**config.mk**
```make
export PLATFORM = sky130hd
export DESIGN_NAME = boot_state_select_loop_guard_unit
export DESIGN_NICKNAME = d
export VERILOG_FILES = /design/src/design/bssg_pkg.sv /design/src/design/bssg_decode.sv /design/src/design/bssg_guard.sv /design/src/design/boot_state_select_loop_guard_unit.sv
export VERILOG_INCLUDE_DIRS = /design/src /design/src/design
export SDC_FILE = /design/constraint.sdc
export NUM_CORES = 1
export LEC_CHECK = 0
export ABC_CLOCK_PERIOD_IN_PS = 13600
export BUFFER_PORTS_ARGS = -buffer_cell sky130_fd_sc_hd__buf_2
export CAP_MARGIN = 20
export CORE_MARGIN = 2
export CORE_UTILIZATION = 61
export CTS_CLUSTER_SIZE = 24
export DETAILED_ROUTE_END_ITERATION = 7
export PLACE_DENSITY = 0.81
export SLEW_MARGIN = 25
export SYNTH_ARGS = -nofsm -noshare
export SYNTH_HDL_FRONTEND = slang
export SYNTH_SLANG_ARGS = --single-unit
```
**constraint.sdc**
```tcl
create_clock -name clock -period 13.6 [get_ports clock]
set_input_delay 1.36 -clock clock [delete_from_list [all_inputs] [get_ports clock]]
set_output_delay 1.36 -clock clock [all_outputs]
set_load 0.1 [all_outputs]
```
**src/design/boot_state_select_loop_guard_unit_defines.svh**
```systemverilog
// Assertion macros for the boot state select loop guard unit.
// Used by the top level; needs a clock and reset signal in scope.
`ifndef BOOT_STATE_SELECT_LOOP_GUARD_UNIT_DEFINES_SVH
`define BOOT_STATE_SELECT_LOOP_GUARD_UNIT_DEFINES_SVH

// Consequent must hold in the cycle after the antecedent.
`define BSSG_ASSERT_NEXT(label, ante, cons) \
   label: assert property (@(posedge clock) disable iff (reset) (ante) |=> (cons)) \
      else $error("bssg assertion failed");

// Consequent must hold in the same cycle as the antecedent.
`define BSSG_ASSERT_NOW(label, ante, cons) \
   label: assert property (@(posedge clock) disable iff (reset) (ante) |-> (cons)) \
      else $error("bssg assertion failed");

`endif

```
**src/design/bssg_pkg.sv**
```systemverilog
// Shared types and constants for the boot state select loop guard unit.
// No dependencies.
package bssg_pkg;

   localparam int TIME_W   = 32;
   localparam int COUNT_W  = 8;
   localparam int LIMIT_W  = 8;
   localparam int WINDOW_W = 16;
   localparam int REASON_W = 4;
   localparam int MODE_W   = 3;
   localparam int STATE_W  = 3;
   localparam int MALF_W   = 3;
   localparam int CSR_IDX_W  = 3;
   localparam int CSR_DATA_W = 16;
   localparam int REQ_DATA_W = 40;
   localparam int RSP_DATA_W = 8;

   // boot states
   localparam logic [STATE_W-1:0] ST_USER  = 3'd0;
   localparam logic [STATE_W-1:0] ST_DEAD  = 3'd1;
   localparam logic [STATE_W-1:0] ST_FLASH = 3'd2;
   localparam logic [STATE_W-1:0] ST_LOCAL = 3'd3;
   localparam logic [STATE_W-1:0] ST_TEST  = 3'd4;
   localparam logic [STATE_W-1:0] ST_MALF  = 3'd5;

   // malfunction causes
   localparam logic [MALF_W-1:0] MALF_NONE      = 3'd0;
   localparam logic [MALF_W-1:0] MALF_NO_REASON = 3'd1;
   localparam logic [MALF_W-1:0] MALF_SECVIO    = 3'd2;
   localparam logic [MALF_W-1:0] MALF_UNKNOWN   = 3'd3;
   localparam logic [MALF_W-1:0] MALF_BOOT_LOOP = 3'd4;
   localparam logic [MALF_W-1:0] MALF_WD_LOOP   = 3'd5;

   // boot reasons
   localparam logic [REASON_W-1:0] RSN_UNREADABLE = 4'd0;
   localparam logic [REASON_W-1:0] RSN_SWDG       = 4'd1;
   localparam logic [REASON_W-1:0] RSN_SECVIO     = 4'd2;
   localparam logic [REASON_W-1:0] RSN_WD32K      = 4'd3;
   localparam logic [REASON_W-1:0] RSN_POR        = 4'd4;
   localparam logic [REASON_W-1:0] RSN_PWRKEY     = 4'd5;
   localparam logic [REASON_W-1:0] RSN_CHARGER    = 4'd7;
   localparam logic [REASON_W-1:0] RSN_USB        = 4'd8;
   localparam logic [REASON_W-1:0] RSN_SWRESET    = 4'd9;
   localparam logic [REASON_W-1:0] RSN_RTC        = 4'd10;
   localparam logic [REASON_W-1:0] RSN_NSU        = 4'd11;

   // boot modes
   localparam logic [MODE_W-1:0] MODE_UPDATE = 3'd1;
   localparam logic [MODE_W-1:0] MODE_LOCAL  = 3'd2;
   localparam logic [MODE_W-1:0] MODE_TEST   = 3'd3;

   // register indexes
   localparam logic [CSR_IDX_W-1:0] CSR_FORCE_MODE  = 3'd0;
   localparam logic [CSR_IDX_W-1:0] CSR_BOOT_LIMIT  = 3'd1;
   localparam logic [CSR_IDX_W-1:0] CSR_WD_LIMIT    = 3'd2;
   localparam logic [CSR_IDX_W-1:0] CSR_BOOT_WINDOW = 3'd3;
   localparam logic [CSR_IDX_W-1:0] CSR_MIN_WD_TIME = 3'd4;

   // register reset values
   localparam logic [LIMIT_W-1:0]  RST_BOOT_LIMIT  = 8'd5;
   localparam logic [LIMIT_W-1:0]  RST_WD_LIMIT    = 8'd6;
   localparam logic [WINDOW_W-1:0] RST_BOOT_WINDOW = 16'd120;
   localparam logic [WINDOW_W-1:0] RST_MIN_WD_TIME = 16'd600;

   typedef struct packed {
      logic                force_mode;
      logic [LIMIT_W-1:0]  boot_limit;
      logic [LIMIT_W-1:0]  wd_limit;
      logic [WINDOW_W-1:0] boot_window;
      logic [WINDOW_W-1:0] wd_window;
   } cfg_type;

   typedef struct packed {
      logic [STATE_W-1:0] boot_state;
      logic [MALF_W-1:0]  malf_reason;
      logic               cnt_boots;
      logic               cnt_wd;
   } decode_type;

   typedef struct packed {
      logic               saved_dead;
      logic [MALF_W-1:0]  loop_cause;
      logic [COUNT_W-1:0] boot_tally;
      logic [COUNT_W-1:0] wd_count;
   } guard_status_type;

endpackage

```
**src/design/bssg_decode.sv**
```systemverilog
// Boot mode and reason decode: picks the boot state, the direct cause and
// which counters the event advances. Depends on bssg_pkg.
module bssg_decode (
   input  logic [bssg_pkg::REASON_W-1:0] reason_code,
   input  logic [bssg_pkg::MODE_W-1:0]   mode_code,
   input  logic                          saved_dead,
   output bssg_pkg::decode_type          dec
);

   always_comb begin
      dec.boot_state  = bssg_pkg::ST_USER;
      dec.malf_reason = bssg_pkg::MALF_NONE;
      dec.cnt_boots   = 1'b1;
      dec.cnt_wd      = 1'b0;
      case (mode_code)
         bssg_pkg::MODE_UPDATE: dec.boot_state = bssg_pkg::ST_FLASH;
         bssg_pkg::MODE_LOCAL:  dec.boot_state = bssg_pkg::ST_LOCAL;
         bssg_pkg::MODE_TEST:   dec.boot_state = bssg_pkg::ST_TEST;
         default: begin
            case (reason_code)
               bssg_pkg::RSN_UNREADABLE: begin
                  dec.boot_state  = bssg_pkg::ST_MALF;
                  dec.malf_reason = bssg_pkg::MALF_NO_REASON;
               end
               bssg_pkg::RSN_SECVIO: begin
                  dec.boot_state  = bssg_pkg::ST_MALF;
                  dec.malf_reason = bssg_pkg::MALF_SECVIO;
               end
               bssg_pkg::RSN_POR, bssg_pkg::RSN_PWRKEY: begin
                  dec.boot_state = bssg_pkg::ST_USER;
                  dec.cnt_boots  = 1'b0;
               end
               bssg_pkg::RSN_SWDG, bssg_pkg::RSN_WD32K: begin
                  dec.boot_state = bssg_pkg::ST_USER;
                  dec.cnt_wd     = 1'b1;
               end
               bssg_pkg::RSN_SWRESET:
                  dec.boot_state = saved_dead ? bssg_pkg::ST_DEAD : bssg_pkg::ST_USER;
               bssg_pkg::RSN_NSU:
                  dec.boot_state = bssg_pkg::ST_USER;
               bssg_pkg::RSN_CHARGER, bssg_pkg::RSN_USB, bssg_pkg::RSN_RTC:
                  dec.boot_state = bssg_pkg::ST_DEAD;
               default: begin
                  dec.boot_state  = bssg_pkg::ST_MALF;
                  dec.malf_reason = bssg_pkg::MALF_UNKNOWN;
               end
            endcase
         end
      endcase
   end

endmodule

```
**src/design/bssg_guard.sv**
```systemverilog
// Loop guard: saved state, boot and watchdog counters, last boot time.
// Works out the loop cause of the current word. Depends on bssg_pkg.
module bssg_guard (
   input  logic                        clock,
   input  logic                        reset,
   input  logic                        advance,
   input  bssg_pkg::cfg_type           cfg,
   input  bssg_pkg::decode_type        dec,
   input  logic [bssg_pkg::TIME_W-1:0] now_seconds,
   output bssg_pkg::guard_status_type  status
);

   localparam int PAD_W = bssg_pkg::TIME_W - bssg_pkg::WINDOW_W;

   logic                         saved_dead_ff, saved_dead_in;
   logic [bssg_pkg::COUNT_W-1:0] boot_tally_ff, boot_tally_in;
   logic [bssg_pkg::COUNT_W-1:0] wd_count_ff, wd_count_in;
   logic [bssg_pkg::TIME_W-1:0]  last_time_ff, last_time_in;

   logic [bssg_pkg::TIME_W-1:0]  elapsed;
   logic [bssg_pkg::COUNT_W-1:0] boot_next, wd_next;
   logic                         boot_loop, wd_loop;
   logic [bssg_pkg::MALF_W-1:0]  cause;

   assign elapsed = now_seconds - last_time_ff;

   always_comb begin
      boot_next = '0;
      wd_next   = '0;
      if (dec.cnt_boots && (elapsed < {{PAD_W{1'b0}}, cfg.boot_window})) begin
         boot_next = (&boot_tally_ff) ? boot_tally_ff
                                      : boot_tally_ff + bssg_pkg::COUNT_W'(1);
      end
      if (dec.cnt_wd && (elapsed < {{PAD_W{1'b0}}, cfg.wd_window})) begin
         wd_next = (&wd_count_ff) ? wd_count_ff : wd_count_ff + bssg_pkg::COUNT_W'(1);
      end
      boot_loop = dec.cnt_boots && (boot_next > cfg.boot_limit);
      wd_loop   = dec.cnt_wd && (wd_next > cfg.wd_limit);
      // watchdog loop wins over reboot loop
      if (wd_loop) begin
         cause = bssg_pkg::MALF_WD_LOOP;
      end else if (boot_loop) begin
         cause = bssg_pkg::MALF_BOOT_LOOP;
      end else begin
         cause = bssg_pkg::MALF_NONE;
      end
   end

   always_comb begin
      saved_dead_in = saved_dead_ff;
      boot_tally_in = boot_tally_ff;
      wd_count_in   = wd_count_ff;
      last_time_in  = last_time_ff;
      if (advance && cfg.force_mode) begin
         if (dec.boot_state == bssg_pkg::ST_USER) begin
            saved_dead_in = 1'b0;
         end else if (dec.boot_state == bssg_pkg::ST_DEAD) begin
            saved_dead_in = 1'b1;
         end
         // a detected loop clears both counters
         boot_tally_in = (wd_loop || boot_loop) ? '0 : boot_next;
         wd_count_in   = (wd_loop || boot_loop) ? '0 : wd_next;
         last_time_in  = now_seconds;
      end
   end

   always_ff @(posedge clock) begin
      if (reset) begin
         saved_dead_ff <= 1'b0;
         boot_tally_ff <= '0;
         wd_count_ff   <= '0;
         last_time_ff  <= '0;
      end else begin
         saved_dead_ff <= saved_dead_in;
         boot_tally_ff <= boot_tally_in;
         wd_count_ff   <= wd_count_in;
         last_time_ff  <= last_time_in;
      end
   end

   assign status.saved_dead = saved_dead_ff;
   assign status.loop_cause = cause;
   assign status.boot_tally = boot_tally_ff;
   assign status.wd_count   = wd_count_ff;

endmodule

```
**src/design/boot_state_select_loop_guard_unit.sv**
```systemverilog
// Boot state select loop guard unit, top level.
// An accepted word is first held in the input register, then moves to the
// result register, whose contents are presented on rsp.
// Throughput: one word per cycle unless rsp stalls; the input register moves to the result
// register, and the guard state updates, in the same cycle.
// Reset is synchronous, active high: clears valids, guard state and sets
// the configuration registers to their defaults.
`include "boot_state_select_loop_guard_unit_defines.svh"

module boot_state_select_loop_guard_unit (
   input  logic                              clock,
   input  logic                              reset,
   input  logic                              req_tvalid,
   output logic                              req_tready,
   // [3:0] reason_code, [6:4] mode_code, [38:7] now_seconds, [39] zero
   input  logic [bssg_pkg::REQ_DATA_W-1:0]   req_tdata,
   output logic                              rsp_tvalid,
   input  logic                              rsp_tready,
   // [2:0] boot_state, [5:3] malf_reason, [7:6] zero
   output logic [bssg_pkg::RSP_DATA_W-1:0]   rsp_tdata,
   input  logic                              csr_we,
   input  logic [bssg_pkg::CSR_IDX_W-1:0]    csr_index,
   input  logic [bssg_pkg::CSR_DATA_W-1:0]   csr_wdata
);

   bssg_pkg::cfg_type cfg_ff, cfg_in;

   logic                          in_vld_ff, in_vld_in;
   logic [bssg_pkg::REASON_W-1:0] reason_ff;
   logic [bssg_pkg::MODE_W-1:0]   mode_ff;
   logic [bssg_pkg::TIME_W-1:0]   now_ff;

   logic                          out_vld_ff, out_vld_in;
   logic [bssg_pkg::STATE_W-1:0]  state_ff;
   logic [bssg_pkg::MALF_W-1:0]   malf_ff, malf_in;

   logic                          out_open, move, take;
   bssg_pkg::decode_type          dec;
   bssg_pkg::guard_status_type    status;

   // configuration registers
   always_comb begin
      cfg_in = cfg_ff;
      if (csr_we) begin
         case (csr_index)
            bssg_pkg::CSR_FORCE_MODE:  cfg_in.force_mode = csr_wdata[0];
            bssg_pkg::CSR_BOOT_LIMIT:  cfg_in.boot_limit = csr_wdata[bssg_pkg::LIMIT_W-1:0];
            bssg_pkg::CSR_WD_LIMIT:
               cfg_in.wd_limit = csr_wdata[bssg_pkg::LIMIT_W-1:0];
            bssg_pkg::CSR_BOOT_WINDOW:
               cfg_in.boot_window = csr_wdata[bssg_pkg::WINDOW_W-1:0];
            bssg_pkg::CSR_MIN_WD_TIME:
               cfg_in.wd_window = csr_wdata[bssg_pkg::WINDOW_W-1:0];
            default: cfg_in = cfg_ff;
         endcase
      end
   end

   always_ff @(posedge clock) begin
      if (reset) begin
         cfg_ff.force_mode  <= 1'b0;
         cfg_ff.boot_limit  <= bssg_pkg::RST_BOOT_LIMIT;
         cfg_ff.wd_limit    <= bssg_pkg::RST_WD_LIMIT;
         cfg_ff.boot_window <= bssg_pkg::RST_BOOT_WINDOW;
         cfg_ff.wd_window   <= bssg_pkg::RST_MIN_WD_TIME;
      end else begin
         cfg_ff <= cfg_in;
      end
   end

   // pipeline handshake
   assign out_open   = !out_vld_ff || rsp_tready;
   assign move       = in_vld_ff && out_open;
   assign req_tready = !in_vld_ff || out_open;
   assign take       = req_tvalid && req_tready;
   assign in_vld_in  = take || (in_vld_ff && !out_open);
   assign out_vld_in = move || (out_vld_ff && !rsp_tready);

   always_ff @(posedge clock) begin
      if (reset) begin
         in_vld_ff  <= 1'b0;
         out_vld_ff <= 1'b0;
      end else begin
         in_vld_ff  <= in_vld_in;
         out_vld_ff <= out_vld_in;
      end
   end

   always_ff @(posedge clock) begin
      if (take) begin
         reason_ff <= req_tdata[3:0];
         mode_ff   <= req_tdata[6:4];
         now_ff    <= req_tdata[38:7];
      end
   end

   bssg_decode u_decode (
      .reason_code (reason_ff),
      .mode_code   (mode_ff),
      .saved_dead  (status.saved_dead),
      .dec         (dec)
   );

   bssg_guard u_guard (
      .clock       (clock),
      .reset       (reset),
      .advance     (move),
      .cfg         (cfg_ff),
      .dec         (dec),
      .now_seconds (now_ff),
      .status      (status)
   );

   // a direct cause is never replaced by a loop cause
   always_comb begin
      if (!cfg_ff.force_mode) begin
         malf_in = bssg_pkg::MALF_NONE;
      end else if (dec.malf_reason != bssg_pkg::MALF_NONE) begin
         malf_in = dec.malf_reason;
      end else begin
         malf_in = status.loop_cause;
      end
   end

   always_ff @(posedge clock) begin
      if (move) begin
         state_ff <= dec.boot_state;
         malf_ff  <= malf_in;
      end
   end

   assign rsp_tvalid = out_vld_ff;
   assign rsp_tdata  = {2'b00, malf_ff, state_ff};

   `BSSG_ASSERT_NEXT(a_move_fills_out, move, out_vld_ff)
   `BSSG_ASSERT_NEXT(a_stall_keeps_in, in_vld_ff && !out_open, in_vld_ff)
   `BSSG_ASSERT_NEXT(a_loop_clears_counts, move && cfg_ff.force_mode && (status.loop_cause != bssg_pkg::MALF_NONE), (status.boot_tally == '0) && (status.wd_count == '0))
   `BSSG_ASSERT_NOW(a_malf_in_range, out_vld_ff, malf_ff <= bssg_pkg::MALF_WD_LOOP)

endmodule
```
======== Word-level counts from Yosys, hierarchy flattened ========
Cells that the tools add are included.
Widths: inputs -> output; s select.
cells by class
  add/subtract/negate cells ............... 3
  order comparisons ....................... 4
  mux-type cells .......................... 18
  reduce and logical (&&, ||, !) cells .... 37
  equality and inequality tests ........... 18
operators by type and width
  kind                 number
  $lt 32x16->1         2
  $mux 8               6
  $sub 32x32->32       1
  $pmux 3 s3           2
  $add 8x1->8 const B  2
  $eq 4x4->1 const B   4
  $gt 8x8->1           2
  $reduce_and 8->1     2
  $eq 3x2->1 const B   4
  $eq 4x3->1 const B   3
  $reduce_and 2->1     6
  $eq 3x1->1 const B   3
  $logic_and 1x1->1    9
  $mux 3               3
  $reduce_or 9->1      1
  $eq 4x2->1 const B   2
  $logic_not 3->1      2
  $pmux 2 s3           1
  $reduce_or 3->1      2
  $logic_or 1x1->1     5
  $mux 1               5
  $mux 5               1
  $reduce_or 5->1      1
  $eq 4x1->1 const B   1
  6 further kinds      10
word-level totals
  register bits after elaboration ......... 145
  output and inout port bits .............. 10

======== Logic depth before layout (Yosys ltp) ========
  depth in word-level cells ............... 11
  mapped depth ............................ 29
  gate-level depth less buffers ........... 27

======== Hierarchy ========
Synthesis repeated with hierarchy kept, for this count alone.
unflattened totals
  cells, all modules ...................... 1115
  area total of the unflattened synthesis .. 9475.3 um^2
modules (own cells, without submodules)
  module                             instances  cells an instance  area an instance (um^2)
  bssg_guard                         1          830                5736.8
  boot_state_select_loop_guard_unit  1          257                3549.7
  bssg_decode                        1          28                 188.9

======== Worst setup path after synthesis ========
OpenSTA, ideal clock, no wires.
  path kind ............................... register to register
  start point ............................. register now_ff[0] (netlist name)
  end point ............................... register u_guard.boot_tally_ff[4] (netlist name)
  buffers on the path ..................... 2
  slack ................................... 7.960 ns
  stages on the path, launching flop included .. 29
  data arrival time ....................... 5.566 ns
  period minus slack after synthesis ...... 5.640 ns
  library setup time ...................... 0.074 ns
  cell sequence ........................... edfxtp_1 > inv_1 > ha_1 > fa_1 > nand2b_1 > a21oi_1 > o21ai_0 > o21ai_0 > xor2_1 > ha_1 > a21o_1 > a21oi_1 > nor2_1 > or3_1 > or2_1 > buf_2 > a21oi_1 > ha_1 > nor2b_1 > o21a_1 > o21a_1 > o21ai_0 > a21oi_1 > o31ai_1 > or3b_2 > nor4_4 > buf_6 > nand3b_1 > a31oi_1
between the ends
  word-level cells in the longest chain between the ends .. 8
  elaborated cells on any way between the ends .. 13
  those cells by class .................... add/sub: 1; order compare: 4; mux: 3; reduce/logical: 5
ends and longest elaborated chain
  item                                  RTL line                                 RTL
  start: declaration                    boot_state_select_loop_guard_unit.sv:31  logic [bssg_pkg::TIME_W-1:0] now_ff;
  start signal: assignment              boot_state_select_loop_guard_unit.sv:93  now_ff <= req_tdata[38:7];
  $sub 32x32->32 *                      bssg_guard.sv:25                         assign elapsed = now_seconds - last_time_ff;
  $lt 32x16->1 (on tied branches)       bssg_guard.sv:34, bssg_guard.sv:30
  $logic_and 1x1->1 (on tied branches)  bssg_guard.sv:34, bssg_guard.sv:30
  $mux 8 (on tied branches)             bssg_guard.sv:34, bssg_guard.sv:30
  $gt 8x8->1 (on tied branches)         bssg_guard.sv:38, bssg_guard.sv:37
  $logic_and 1x1->1 (on tied branches)  bssg_guard.sv:38, bssg_guard.sv:37
  $logic_or 1x1->1                      bssg_guard.sv:61                         boot_tally_in = (wd_loop || boot_loop) ? '0 : boot_next;
  $mux 8 *                              bssg_guard.sv:61
  end signal: assignment                bssg_guard.sv:75                         boot_tally_ff <= boot_tally_in;
  end: declaration                      bssg_guard.sv:16                         logic [bssg_pkg::COUNT_W-1:0] boot_tally_ff, boot_tally_in;
Every way passes the cells marked *; elsewhere a longest branch is shown, timed or not.
A chain may end at the register's enable or synchronous reset.

======== Worst setup path after layout ========
  start point ............................. register now_ff[3] (netlist name)
  end point ............................... register u_guard.boot_tally_ff[4] (netlist name)
Same word-level chain as after synthesis.

==> summary.txt <==
Run status
  • Status: completed

Logic synthesis
  • Synth warnings: 0
  • Post-synthesis sequential area ratio: 37.4%
  • Ys flop type: dfxtp_1
  • Syn Inst Count: 1094
  • Mapped cell area: 8960 um^2
  • Mean Syn Cell Area: 8.19 um^2
  • Flops & latches, synth: 145
  • Unique masters post-synth: 77
  • Post-synth EDFFs: 45
  • Asr flop ratio synth: 0%

Clock tree
  • Root Buffer: clkbuf_16
  • Sink Count: 145
  • Clock transition at path regs: 0.06 ns
  • Post-CTS Resized: 0
  • Post-CTS setup buffer count: 0
  • Clock buffer depth: 2
  • H-tree levels: 4
  • # hold bufs at CTS: 0
  • CTS tree: built
  • Cts bufs inserted: 17
  • Clock latency on the worst-skew pair: 0.43 ns

Drt
  • Post-route DRC: 0
  • Wirelength, routed: 21.2 mm
  • Vias: 7888
  • Vias per std cell: 5.90
  • Post-DR wirelength/cell: 15.8 um
  • Post-DRT Antenna Nets: 0
  • TritonRoute pass-1 iters: 6
  • Initial DRC Count: 672

Floorplanning
  • Io pins: 74
  • Die span in y: 125 um
  • Chip Width: 125 um
  • Die area: 15700 um^2
  • Cell row count: 44
  • Initial cell density of the core: 62.1%
  • Core footprint: 14400 um^2

Timing
  • Final number of setup-violating endpoints: 0
  • Period minus WS final: 6.89 ns
  • Worst Skew: 0.00611 ns
  • RSZ-0062 raised after global routing: no
  • Pins over their slew limit: 0
  • Actual slew at the worst max-slew pin: 0.844 ns
  • Fin crit share: 50.6%
  • Fmax: 145 MHz
  • Max_slew headroom: 43.5%
  • Final Hold Fails: 0
  • Fin Setup TNS: 0 ns

Final layout
  • Finished Layout Cells: 1338
  • Nets: 1285
  • Share of layout cells above drive strength 1: 11.0%
  • Area growth syn-to-layout: 11.4%
  • Most common cell after layout, fill and taps aside: nand2_1
  • Most frequent cells in the layout: nand2_1, a21oi_1, dfxtp_1, inv_1, ha_1
  • Ant diodes: 0

Setup path
  • Critical path peak fanout: 12
  • Worst endpoint required time: 13.95 ns
  • Crit. End Element: flop
  • Critical path class: flop to flop
  • Worst setup SP type: flop
  • Worst Path Arrival: 7.24 ns

Placement
  • Inst Count DP: 1306
  • IO buf count: 70
  • Post-DP HPWL: 15.2 mm
  • RD Place Congestion: 0.926

Pwr
  • Power Dens Cells: 110 nW/um^2
  • Total Power: 1100 uW
  • Worst IR drop on VDD: 99.9 uV
  • Standby leakage power: 0.00385 uW

Worst hold path
  • Hold Path Class: flop to flop

Global routing
  • Vias in the first global route: 7461
  • Largest net degree at the start of global routing: 107
  • First-pass GRT wire length: 35.1 mm
  • Global Route Usage Sum: 27.3%
  • GRT overflow: 0
  • Initial antenna violation count: 1

Job
  • Max Cap Viol: 0
[final timing paths]
check	startpoint	end	slack, ns	cells after the start
setup / recovery	now_ff[3]	u_guard.boot_tally_ff[4]	6.71	24
hold / removal	u_guard.last_time_ff[3]	u_guard.last_time_ff[3]	0.45	2
setup reg to reg	now_ff[3]	u_guard.boot_tally_ff[4]	6.71	24
hold reg to reg	u_guard.last_time_ff[3]	u_guard.last_time_ff[3]	0.45	2
[cell type report]
class,instances,area (um^2)
sequential,145,3350
multi-input combinational,818,5080
clock inverter,13,149
timing repair buffer,73,377
tap,184,230
inverter,86,323
fill,1232,4450
clock buffer,19,464
[cells in the mapped netlist, drive strengths merged, types with 3 or more instances]
cell type / instances / share of area [%]
or3: 4 / 0.34
a2111oi: 3 / 0.36
a31oi: 9 / 0.63
and2: 7 / 0.50
o31ai: 3 / 0.25
and3: 13 / 0.91
nand3: 24 / 1.3
o21ai: 44 / 2.5
xnor2: 16 / 1.6
o21a: 14 / 1.2
nor2: 73 / 3.1
or2: 4 / 0.28
or4: 4 / 0.34
buf: 11 / 0.85
edfxtp: 45 / 15
o2111ai: 4 / 0.46
nand2: 199 / 8.3
xor2: 12 / 1.2
a21oi: 126 / 7.2
nor2b: 15 / 1.0
nand4: 16 / 1.1
ha: 79 / 11
inv: 86 / 3.6
nor3: 21 / 1.2
dfxtp: 100 / 22
nor4: 10 / 1.0
a21boi: 5 / 0.46
a21o: 18 / 1.5
mux2i: 12 / 1.3
nand3b: 18 / 1.5
a22oi: 4 / 0.34
clkbuf: 35 / 1.5
nand2b: 13 / 0.91
a211o: 4 / 0.39
o211ai: 8 / 0.73
and3b: 3 / 0.29
[cells by family (layout without fill, tap and decap cells)]
logic type               count (synthesis)  after routing  synth area share [%]
XOR/XNOR                                28             28                  2.74
multiplexers                            13             13                  1.47
AO/OA/AOI/OAI                          264            264                  18.3
other                                    1              2                0.0419
flip-flops                             145            145                  37.4
AND/OR/NAND/NOR                        431            431                  22.9
adder cells (fa/ha/maj)                 80             80                  11.3
buffers and inverters                  132            191                  5.93
[sequential cells by signal, indices dropped and copies added, names as in the netlist]
register               flops
in_vld_ff                  1
rsp_tvalid                 1
u_guard.last_time_ff      32
reason_ff                  4
u_guard.boot_tally_ff      8
u_guard.wd_count_ff        8
now_ff                    32
malf_ff                    3
cfg_ff                    49
state_ff                   3
mode_ff                    3
u_guard.saved_dead_ff      1
[metal layers]
layer	global-route usage, %	vias up	part of all wire, %
met5	0	-	0.057
met4	9.15	2	1.8
met3	6.38	40	6.0
met2	44.7	241	47
met1	35.9	3691	45
li1	-	3914	-
[critical path: stages (launching register included)]
cell and delay, ns:
edfxtp_1 0.44, ha_1 0.40, a21o_1 0.22, a21oi_2 0.18, a21oi_2 0.14, a211oi_2 0.60
o21ai_0 0.23, xor2_1 0.21, ha_1 0.25, a31oi_1 0.30, nand2_1 0.10, or3_1 0.46
or2_1 0.33, a21oi_1 0.17, ha_1 0.26, nor2b_1 0.13, o21a_1 0.16, o21a_1 0.17
o21ai_0 0.17, a21oi_1 0.09, o31ai_1 0.39, or3b_2 0.53, nor4_4 0.52, a41oi_1 0.20
a31oi_1 0.16
[power breakdown]
part | switching (uW) | total [uW] | internal (uW) | leakage (uW)
clock network | 195 | 484 | 289 | 0.000294
registers | 8.08 | 467 | 459 | 0.00125
logic | 93.7 | 148 | 54.7 | 0.00231
total | 297 | 1100 | 803 | 0.00385
[metrics by stage]
step	utilization (%)	hold WS (ns)	instance area, um^2	setup WS [ns]
2_1_floorplan	-	0.434	8960	7.96
3_3_place_gp	64.9	0.441	9360	6.93
3_5_place_dp	64.9	0.447	9360	6.82
4_1_cts	69.1	0.455	9970	6.80
5_1_grt	69.2	0.473	9980	6.25
6_report	69.2	0.454	9980	6.71
Note: power is estimated with default switching activity, not from simulation.
